$ cat src/design/kvrp_pkg.sv
// Package for the key/value response parser: shared constants, result types
// and the table of expected keys. It depends on nothing else.
`timescale 1ns / 1ps

package kvrp_pkg;

    localparam int MAX_MESSAGE_BYTES = 31;
    localparam int MSG_CNT_W = $clog2(MAX_MESSAGE_BYTES + 1);

    localparam int FIFO_DEPTH = 4;
    localparam int FIFO_PTR_W = $clog2(FIFO_DEPTH);

    localparam int OUT_TDATA_W = 80;
    localparam int OUT_FIELD_W = 74;

    localparam logic KIND_MESSAGE = 1'b0;
    localparam logic KIND_SUMMARY = 1'b1;

    typedef struct packed {
        logic        kind;
        logic [7:0]  msg_byte;
        logic [31:0] req_ident;
        logic [31:0] status_val;
        logic        outcome;
        logic        truncated;
        logic        is_last;
    } res_t;

    // Up to two results leave the parser for one input transfer.
    typedef struct packed {
        logic [1:0] count;
        res_t       first;
        res_t       second;
    } push_t;

    function automatic logic [3:0] key_len(logic [1:0] k);
        logic [3:0] len;
        begin
            case (k)
                2'd0:    len = 4'd13;
                2'd1:    len = 4'd10;
                2'd2:    len = 4'd11;
                default: len = 4'd5;
            endcase
            return len;
        end
    endfunction

    // Character at position pos of expected key k; valid while pos < key_len(k).
    function automatic logic [7:0] key_byte(logic [1:0] k, logic [3:0] pos);
        logic [127:0] txt;
        logic [3:0]   idx;
        begin
            case (k)
                2'd0:    txt = 128'("user protocol");
                2'd1:    txt = 128'("request_id");
                2'd2:    txt = 128'("status_code");
                default: txt = 128'("value");
            endcase
            idx = key_len(k) - pos - 4'd1;
            return txt[{idx, 3'b000} +: 8];
        end
    endfunction

endpackage

$ cat src/design/kvrp_parser.sv
// Line and key checker with decimal accumulation for the response parser.
// Depends on kvrp_pkg; feeds its results to kvrp_out_fifo.
`timescale 1ns / 1ps

module kvrp_parser (
    input  logic            clk,
    input  logic            rst_n,
    input  logic            accept,
    input  logic [7:0]      in_byte,
    input  logic            end_of_response,
    output kvrp_pkg::push_t push
);
    import kvrp_pkg::*;

    typedef enum logic [2:0] {
        PH_HEADER,
        PH_ID,
        PH_STATUS,
        PH_VALUE,
        PH_DONE,
        PH_ERROR
    } phase_t;

    typedef enum logic [1:0] {
        LP_START,
        LP_KEY,
        LP_SPACES,
        LP_VALUE
    } lpart_t;

    typedef struct packed {
        phase_t                 phase;
        lpart_t                 lp;
        logic [3:0]             kpos;
        logic                   kmis;
        logic [31:0]            acc;
        logic                   started;
        logic                   neg;
        logic                   stopped;
        logic [31:0]            rid;
        logic [31:0]            st;
        logic [MSG_CNT_W-1:0]   mcount;
        logic                   trunc;
    } prs_state_t;

    typedef struct packed {
        prs_state_t s;
        logic       sum;
    } le_t;

    typedef struct packed {
        prs_state_t s;
        logic       msg;
    } vc_t;

    localparam logic [7:0] CH_CR    = 8'h0D;
    localparam logic [7:0] CH_LF    = 8'h0A;
    localparam logic [7:0] CH_COLON = 8'h3A;
    localparam logic [7:0] CH_SPACE = 8'h20;
    localparam logic [7:0] CH_TAB   = 8'h09;
    localparam logic [7:0] CH_VT    = 8'h0B;
    localparam logic [7:0] CH_FF    = 8'h0C;
    localparam logic [7:0] CH_PLUS  = 8'h2B;
    localparam logic [7:0] CH_MINUS = 8'h2D;
    localparam logic [7:0] CH_ZERO  = 8'h30;
    localparam logic [7:0] CH_NINE  = 8'h39;

    prs_state_t state_reg;
    prs_state_t state_next;

    function automatic prs_state_t init_state();
        prs_state_t s;
        begin
            s = '0;
            s.phase = PH_HEADER;
            s.lp = LP_START;
            return s;
        end
    endfunction

    function automatic prs_state_t clear_line(prs_state_t s);
        prs_state_t r;
        begin
            r = s;
            r.lp = LP_START;
            r.kpos = 4'd0;
            r.kmis = 1'b0;
            r.acc = 32'd0;
            r.started = 1'b0;
            r.neg = 1'b0;
            r.stopped = 1'b0;
            return r;
        end
    endfunction

    function automatic logic active(phase_t p);
        return (p == PH_HEADER) || (p == PH_ID) || (p == PH_STATUS) || (p == PH_VALUE);
    endfunction

    function automatic logic key_done(prs_state_t s);
        return !s.kmis && (s.kpos == key_len(2'(s.phase)));
    endfunction

    function automatic prs_state_t key_char(prs_state_t s, logic [7:0] c);
        prs_state_t r;
        logic [1:0] k;
        begin
            r = s;
            k = 2'(s.phase);
            if ((s.kpos < key_len(k)) && (key_byte(k, s.kpos) == c)) begin
                r.kpos = s.kpos + 4'd1;
            end else begin
                r.kmis = 1'b1;
            end
            return r;
        end
    endfunction

    function automatic vc_t value_char(prs_state_t s, logic [7:0] c);
        vc_t  r;
        logic digit;
        logic [31:0] d;
        begin
            r.s = s;
            r.msg = 1'b0;
            digit = (c >= CH_ZERO) && (c <= CH_NINE);
            d = {24'd0, c - CH_ZERO};
            if ((s.phase == PH_ID) || (s.phase == PH_STATUS)) begin
                if (!s.stopped) begin
                    if (!s.started) begin
                        if ((c == CH_SPACE) || (c == CH_TAB) || (c == CH_VT) || (c == CH_FF)) begin
                            r.s = s;
                        end else if ((c == CH_PLUS) || (c == CH_MINUS)) begin
                            r.s.started = 1'b1;
                            r.s.neg = (c == CH_MINUS);
                        end else if (digit) begin
                            r.s.started = 1'b1;
                            r.s.acc = d;
                        end else begin
                            r.s.stopped = 1'b1;
                        end
                    end else if (digit) begin
                        r.s.acc = (s.acc << 3) + (s.acc << 1) + d;
                    end else begin
                        r.s.stopped = 1'b1;
                    end
                end
            end else if ((s.phase == PH_VALUE) && !s.kmis) begin
                if (s.mcount < MSG_CNT_W'(MAX_MESSAGE_BYTES)) begin
                    r.s.mcount = s.mcount + MSG_CNT_W'(1);
                    r.msg = 1'b1;
                end else begin
                    r.s.trunc = 1'b1;
                end
            end
            return r;
        end
    endfunction

    function automatic le_t line_end(prs_state_t s);
        le_t  r;
        logic match;
        logic [31:0] num;
        begin
            r.s = s;
            r.sum = 1'b0;
            if ((s.lp == LP_START) && !s.kmis) begin
                r.s = clear_line(s);
            end else begin
                if (s.lp == LP_START) begin
                    match = 1'b0;
                end else if (s.lp == LP_KEY) begin
                    match = key_done(s);
                end else begin
                    match = !s.kmis;
                end
                num = s.neg ? (32'd0 - s.acc) : s.acc;
                if (!match) begin
                    r.s.phase = PH_ERROR;
                end else begin
                    case (s.phase)
                        PH_HEADER: r.s.phase = PH_ID;
                        PH_ID:
                        begin
                            r.s.rid = num;
                            r.s.phase = PH_STATUS;
                        end
                        PH_STATUS:
                        begin
                            r.s.st = num;
                            r.s.phase = PH_VALUE;
                        end
                        default:
                        begin
                            r.s.phase = PH_DONE;
                            r.sum = 1'b1;
                        end
                    endcase
                end
                r.s = clear_line(r.s);
            end
            return r;
        end
    endfunction

    always_comb begin
        prs_state_t s;
        le_t        le;
        vc_t        vc;
        logic       msg_v;
        logic       sum_v;
        res_t       msg_res;
        res_t       sum_res;

        s = state_reg;
        le = '0;
        vc = '0;
        msg_v = 1'b0;
        sum_v = 1'b0;
        msg_res = '0;
        sum_res = '0;
        msg_res.kind = KIND_MESSAGE;
        msg_res.msg_byte = in_byte;

        if (active(s.phase)) begin
            if ((in_byte == CH_CR) || (in_byte == CH_LF)) begin
                le = line_end(s);
                s = le.s;
                if (le.sum) begin
                    sum_v = 1'b1;
                    sum_res.outcome = 1'b0;
                end
            end else begin
                case (s.lp)
                    LP_START:
                    begin
                        if (in_byte == CH_COLON) begin
                            s.kmis = 1'b1;
                        end else begin
                            s.kmis = 1'b0;
                            s.kpos = 4'd0;
                            s.lp = LP_KEY;
                            s = key_char(s, in_byte);
                        end
                    end
                    LP_KEY:
                    begin
                        if (in_byte == CH_COLON) begin
                            s.kmis = !key_done(s);
                            s.lp = LP_SPACES;
                        end else begin
                            s = key_char(s, in_byte);
                        end
                    end
                    LP_SPACES:
                    begin
                        if (in_byte != CH_SPACE) begin
                            s.lp = LP_VALUE;
                            vc = value_char(s, in_byte);
                            s = vc.s;
                            msg_v = vc.msg;
                        end
                    end
                    default:
                    begin
                        vc = value_char(s, in_byte);
                        s = vc.s;
                        msg_v = vc.msg;
                    end
                endcase
            end
        end

        if (end_of_response) begin
            if (active(s.phase)) begin
                le = line_end(s);
                s = le.s;
                if (le.sum) begin
                    sum_v = 1'b1;
                    sum_res.outcome = 1'b0;
                end
            end
            if (s.phase != PH_DONE) begin
                sum_v = 1'b1;
                sum_res.outcome = 1'b1;
            end
        end

        sum_res.kind = KIND_SUMMARY;
        sum_res.req_ident = s.rid;
        sum_res.status_val = s.st;
        sum_res.truncated = s.trunc;
        sum_res.is_last = 1'b1;

        if (end_of_response) begin
            s = init_state();
        end

        push = '0;
        if (accept) begin
            state_next = s;
            if (msg_v) begin
                push.first = msg_res;
                push.second = sum_res;
                push.count = sum_v ? 2'd2 : 2'd1;
            end else begin
                push.first = sum_res;
                push.count = {1'b0, sum_v};
            end
        end else begin
            state_next = state_reg;
        end
    end

    always_ff @(posedge clk or negedge rst_n) begin
        if (!rst_n) begin
            state_reg <= init_state();
        end else begin
            state_reg <= state_next;
        end
    end

endmodule

$ cat src/design/kvrp_out_fifo.sv
// Result queue of the response parser: takes up to two results per cycle and
// presents one per cycle at its head while pop is high. Depends on kvrp_pkg.
`timescale 1ns / 1ps

module kvrp_out_fifo (
    input  logic            clk,
    input  logic            rst_n,
    input  kvrp_pkg::push_t push,
    output logic            space_ok,
    output kvrp_pkg::res_t  head,
    output logic            head_valid,
    input  logic            pop
);
    import kvrp_pkg::*;

    res_t                  mem_reg [FIFO_DEPTH];
    logic [FIFO_PTR_W-1:0] wr_ptr_reg;
    logic [FIFO_PTR_W-1:0] wr_ptr_next;
    logic [FIFO_PTR_W-1:0] rd_ptr_reg;
    logic [FIFO_PTR_W-1:0] rd_ptr_next;
    logic [FIFO_PTR_W:0]   count_reg;
    logic [FIFO_PTR_W:0]   count_next;
    logic                  pop_do;

    assign head_valid = (count_reg != '0);
    assign head = mem_reg[rd_ptr_reg];
    assign space_ok = (count_reg <= (FIFO_PTR_W + 1)'(FIFO_DEPTH - 2));
    assign pop_do = pop && head_valid;

    always_comb begin
        wr_ptr_next = wr_ptr_reg + FIFO_PTR_W'(push.count);
        rd_ptr_next = pop_do ? (rd_ptr_reg + FIFO_PTR_W'(1)) : rd_ptr_reg;
        count_next = count_reg + (FIFO_PTR_W + 1)'(push.count)
                     - (FIFO_PTR_W + 1)'(pop_do);
    end

    always_ff @(posedge clk or negedge rst_n) begin
        if (!rst_n) begin
            wr_ptr_reg <= '0;
            rd_ptr_reg <= '0;
            count_reg <= '0;
        end else begin
            wr_ptr_reg <= wr_ptr_next;
            rd_ptr_reg <= rd_ptr_next;
            count_reg <= count_next;
        end
    end

    always_ff @(posedge clk) begin
        if (push.count != 2'd0) begin
            mem_reg[wr_ptr_reg] <= push.first;
        end
        if (push.count == 2'd2) begin
            mem_reg[wr_ptr_reg + FIFO_PTR_W'(1)] <= push.second;
        end
    end

endmodule

$ cat src/design/key_value_response_parser_unit.sv
// Top level of the key/value response parser: stream ports, parser and result queue.
// Depends on kvrp_pkg, kvrp_parser and kvrp_out_fifo.
`timescale 1ns / 1ps
//
// The slave stream carries one response character per transfer; tlast marks the
// last character of a response, after which the parser starts over for the next.
// The master stream carries results: tuser 0 is a message byte of the value line,
// tuser 1 is the summary of a response, which also has tlast set.
// The parser checks the header, identifier, status and value lines in
// order, one character per cycle while the slave side is ready, and pushes
// zero, one or two results per character into a four-entry result queue.
// The results of an input transfer are registered into the queue when it is accepted.
// Throughput is one input transfer per cycle; the slave side is ready whenever
// the queue has room for two results, so the second result of a character
// waits in the queue until the receiver takes it.
// When the receiver stalls, results wait in the queue and input continues until
// the queue holds more than two results.
// Reset clears the parser to expect a header line and empties the queue.
//

module key_value_response_parser_unit (
    input  logic                             clk,
    input  logic                             rst_n,
    input  logic                             s_axis_tvalid,
    output logic                             s_axis_tready,
    input  logic [7:0]                       s_axis_tdata,  // in_byte
    input  logic                             s_axis_tlast,  // end_of_response
    output logic                             m_axis_tvalid,
    input  logic                             m_axis_tready,
    // message_byte, identifier, status, outcome, truncated, zero fill
    output logic [kvrp_pkg::OUT_TDATA_W-1:0] m_axis_tdata,
    output logic [0:0]                       m_axis_tuser,  // result_kind
    output logic                             m_axis_tlast   // last
);
    import kvrp_pkg::*;

    push_t push;
    res_t  head;
    logic  space_ok;
    logic  head_valid;
    logic  accept;

    assign s_axis_tready = space_ok;
    assign accept = s_axis_tvalid && space_ok;

    kvrp_parser u_parser (
        .clk             (clk),
        .rst_n           (rst_n),
        .accept          (accept),
        .in_byte         (s_axis_tdata),
        .end_of_response (s_axis_tlast),
        .push            (push)
    );

    kvrp_out_fifo u_out_fifo (
        .clk        (clk),
        .rst_n      (rst_n),
        .push       (push),
        .space_ok   (space_ok),
        .head       (head),
        .head_valid (head_valid),
        .pop        (m_axis_tready)
    );

    assign m_axis_tvalid = head_valid;
    assign m_axis_tdata = {(OUT_TDATA_W - OUT_FIELD_W)'(0), head.truncated, head.outcome,
                           head.status_val, head.req_ident, head.msg_byte};
    assign m_axis_tuser = head.kind;
    assign m_axis_tlast = head.is_last;

endmodule
$ cat config.mk
export PLATFORM = sky130hd
export DESIGN_NAME = key_value_response_parser_unit
export DESIGN_NICKNAME = d
export VERILOG_FILES = /design/src/design/kvrp_pkg.sv /design/src/design/kvrp_parser.sv /design/src/design/kvrp_out_fifo.sv /design/src/design/key_value_response_parser_unit.sv
export SDC_FILE = /design/constraint.sdc
export NUM_CORES = 1
export LEC_CHECK = 0
export BUFFER_PORTS_ARGS = -buffer_cell sky130_fd_sc_hd__buf_2
export CORE_MARGIN = 8
export CORE_UTILIZATION = 50
export CTS_BUF_LIST = sky130_fd_sc_hd__clkbuf_4 sky130_fd_sc_hd__clkbuf_8
export DETAILED_ROUTE_END_ITERATION = 7
export HOLD_SLACK_MARGIN = 0.08
export PLACE_DENSITY = 0.68
export SYNTH_ARGS = -nofsm -noshare
export SYNTH_HDL_FRONTEND = slang
export SYNTH_HIERARCHICAL = 1
export SYNTH_SLANG_ARGS = --single-unit
export TNS_END_PERCENT = 30
$ cat constraint.sdc
create_clock -name clk -period 13.2 [get_ports clk]
set_input_delay 1.98 -clock clk [delete_from_list [all_inputs] [get_ports clk]]
set_output_delay 1.98 -clock clk [all_outputs]
set_load 0.02 [all_outputs]
==> summary.txt <==
Pre-Repair DR Iteration Count: 6
Worst-path maximum fanout: 35
CP Buf/Inv Count: 3
CP delay by family, top: simple AND/OR/NAND/NOR gates
I/O pin count: 97
CTS hold repair buffers: 0
Die Ht: 254 um
Worst setup EP type: register
Largest net degree at the start of global routing: 74
Worst Max-Slew Pin Slew: 1.12 ns
Startpoint types: primary input
Layout overhead on the synthesized area: 7.73%
Hold Vio Cnt, Final: 0
Fraction of the mapped netlist area in simple logic gates: 9.47%
Post_cts resized: 0
# DRC: 0
Max IR drop VDD: 0.158 mV
Syn Area/Cell: 11.5 um^2
Global-route wire length before repair: 123000 um
RSZ-0062 raised after global routing: no
Core area: 0.0562 mm^2
WL/cell: 24.1 um
Outcome: completed
Routed Antenna Nets: 0
Area share of fa/ha/maj cells after synthesis: 4.55%
Max Clock Skew: 0.0408 ns
Clock share of power: 25.1%
Relative slew slack: 25.1%
Post-synth top flop: edfxtp_1
Mapped Cells: 2470
Fin. max-slew vios: 0
Largest area contributor in the netlist: edfxtp_1
Setup TNS Final: 0 ns
Max Buffers Root-to-Sink: 3
Post-synthesis xor/xnor area fraction: 3.68%
TritonCTS clock tree: yes
Nets: 2604
Root Buffer: clkbuf_8
Final instance area: 0.0305 mm^2
Crit share post-route: 58.0%
DR iter-0 viols: 2036
Layout cells sized above 1: 24.2%
Required @ worst endpoint: 13.56 ns
Post-synth EDFFs: 304
P_leak: 0.0116 uW
Gr ovfl total: 0
Post-Syn Area: 0.0283 mm^2
CTS buffer count: 71
H-tree Lvls: 3
Max-Cap Viols: 0
Number of setup buffers added after CTS: 0
CP max-delay cell: nor3_1
Row count: 87
Min cycle time layout: 7.66 ns
Synth async-reset ratio: 28.6%
Vias/cell: 6.31
Unique masters post-synth: 96
Sw frac: 39.2%
Seq pwr share: 34.5%
GR Util All Layers: 24.5%
Switch Pwr: 1880 uW
WL final: 79600 um
Setup CP Type: primary input to register
Ys Warns: 6
Reg clk slew, reported paths: 0.06 ns
Top area cells in the synthesized netlist: edfxtp_1 (32%), dfrtp_1 (11%), mux2_2 (10%), mux4_2 (6.1%), ha_1 (4.0%)
Via count: 20900
Setup Viol. Count Final: 0
Final HPWL DP: 52700 um
Die Area: 0.0644 mm^2
Clk_lat worst skew: 0.65 ns
Number of synthesized register bits: 426
Max Clk Rate: 131 MHz
Largest family of logic cells by synthesized area: multiplexers
# port buffers: 90
Post-Layout Cell Count: 3306
Die X: 254 um
Fill cells: 4779
Internal power: 2920 uW
Crit path DAT: 8.02 ns
GP Congestion: 0.900
Vias in the first global route: 20800
Initial antenna violation count: 2
R2r setup slk: 5.64 ns
PwrDens: 157 mW/mm^2
Min-delay worst type: register to register
Comb power frac: 40.4%
Multiplexer area fraction after synthesis: 21.0%
Initial core utilization: 50.4%
Synth cell count leaders: edfxtp_1 (304), mux2_2 (256), nor2_1 (218), nand2_1 (153), o21ai_0 (136)
Most common cell in the netlist: edfxtp_1
Compound-Gate Fraction of Synth Area: 13.7%
Clk sinks: 426
Cell area after placement: 0.0290 mm^2
Slowest stage delay, CP: 0.77 ns
Yosys top cell area share: 32.3%
Critical path, cell by cell: buf_2 -> inv_1 -> ha_1 -> nand4bb_1 -> o21ba_2 -> nand2_1 -> nor3_1 -> o21ai_0 -> a21boi_0 -> ha_1 -> or3_1 -> or3_1 -> a311oi_2 -> o211ai_2 -> a21oi_4 -> buf_4 -> mux2i_1 -> nor2_1 -> mux2_1
Register area share after synthesis: 43.1%
Largest register FFs: 304
Placed cells: 3176
## cell usage in the layout, fill, tap and decap left out, types with 61 or more instances in the layout
cell | synthesis | routed
o21ai_0 | 136 | 134
nand2_1 | 153 | 150
buf_2 | 25 | 89
mux4_2 | 77 | 77
inv_1 | 65 | 64
xnor2_1 | 66 | 66
mux2i_1 | 61 | 61
dfrtp_1 | 122 | 120
a21oi_1 | 80 | 80
nor2_1 | 218 | 214
mux2_2 | 256 | 256
edfxtp_1 | 304 | 304
o2bb2ai_1 | 63 | 63
ha_1 | 90 | 90
clkbuf_8 | 0 | 75
## cell families (layout without fill, tap and decap cells)
logic type | Yosys count | in the layout
compound gates | 550 | 550
xor+xnor | 118 | 118
fa+ha+maj | 98 | 98
buf+inv | 248 | 314
flops | 426 | 426
mux | 456 | 456
other cells | 2 | 16
simple gates | 572 | 572
## power groups by stage
stage	clock network [uW]	registers, uW	logic (uW)
finish	1200	1650	1940
global route	1290	1670	2090
CTS	1230	1660	1950
detailed placement	0	1680	1940
global placement	0	1680	1920
floorplan	0	1590	1480
## stage by stage
step | utilization [%] | setup WS, ns | total power, uW | hold slack, ns
after global routing | 54.2 | 5.15 | 5040 | 0.497
after CTS | 54.2 | 5.66 | 4830 | 0.491
after floorplan | - | 2.36 | 3070 | 0.456
after detailed placement | 51.7 | 4.99 | 3620 | 0.473
final | 54.2 | 5.54 | 4790 | 0.490
after global placement | 51.7 | 5.24 | 3590 | 0.470
## path summary, 6_finish.rpt
path / depth (start not counted) / startpoint / endpoint
hold reg to reg: 1 / u_parser/state_reg[7]$_DFFE_PN0P_ / u_parser/state_reg[7]$_DFFE_PN0P_
hold / removal: 1 / u_parser/state_reg[7]$_DFFE_PN0P_ / u_parser/state_reg[7]$_DFFE_PN0P_
max in group asynchronous: 2 / rst_n / u_out_fifo/rd_ptr_reg[0]$_DFFE_PN0P_
setup / recovery: 19 / s_axis_tdata[4] / u_out_fifo/mem_reg[1][45]$_DFFE_PP_
setup reg to reg: 19 / u_parser/state_reg[112]$_DFFE_PN0P_ / u_out_fifo/mem_reg[1][45]$_DFFE_PP_
min in group asynchronous: 1 / rst_n / u_parser/state_reg[90]$_DFFE_PN0P_
## worst register-to-register path, delay by kind of cell, from the launching register on
kind | cells | cell delay [ns]
simple gates | 5 | 1.32
flops | 1 | 0.59
buf+inv | 3 | 0.96
mux | 2 | 1.00
fa+ha+maj | 2 | 1.51
compound gates | 7 | 1.90
## routing by layer
layer  vias to the layer above  global-route usage [%]  routed length (um)
li1                       9410                       -                   -
met1                     10600                    33.9               34700
met2                       806                    40.2               38100
met3                        91                    3.49                5570
met4                         2                    6.18                1260
met5                         -                       0                  13
## cell type report
class,count,area [um^2],area share [%]
flip-flops and latches,426,12200,40.0
multi-input cells,1808,15000,49.1
repair buffers,121,689,2.26
diodes,2,5.00,0.0164
inverters,65,245,0.805
clock buffers,112,1310,4.30
clock inverters,16,133,0.435
well taps,756,946,3.10
(Power assumes the default switching activity.)
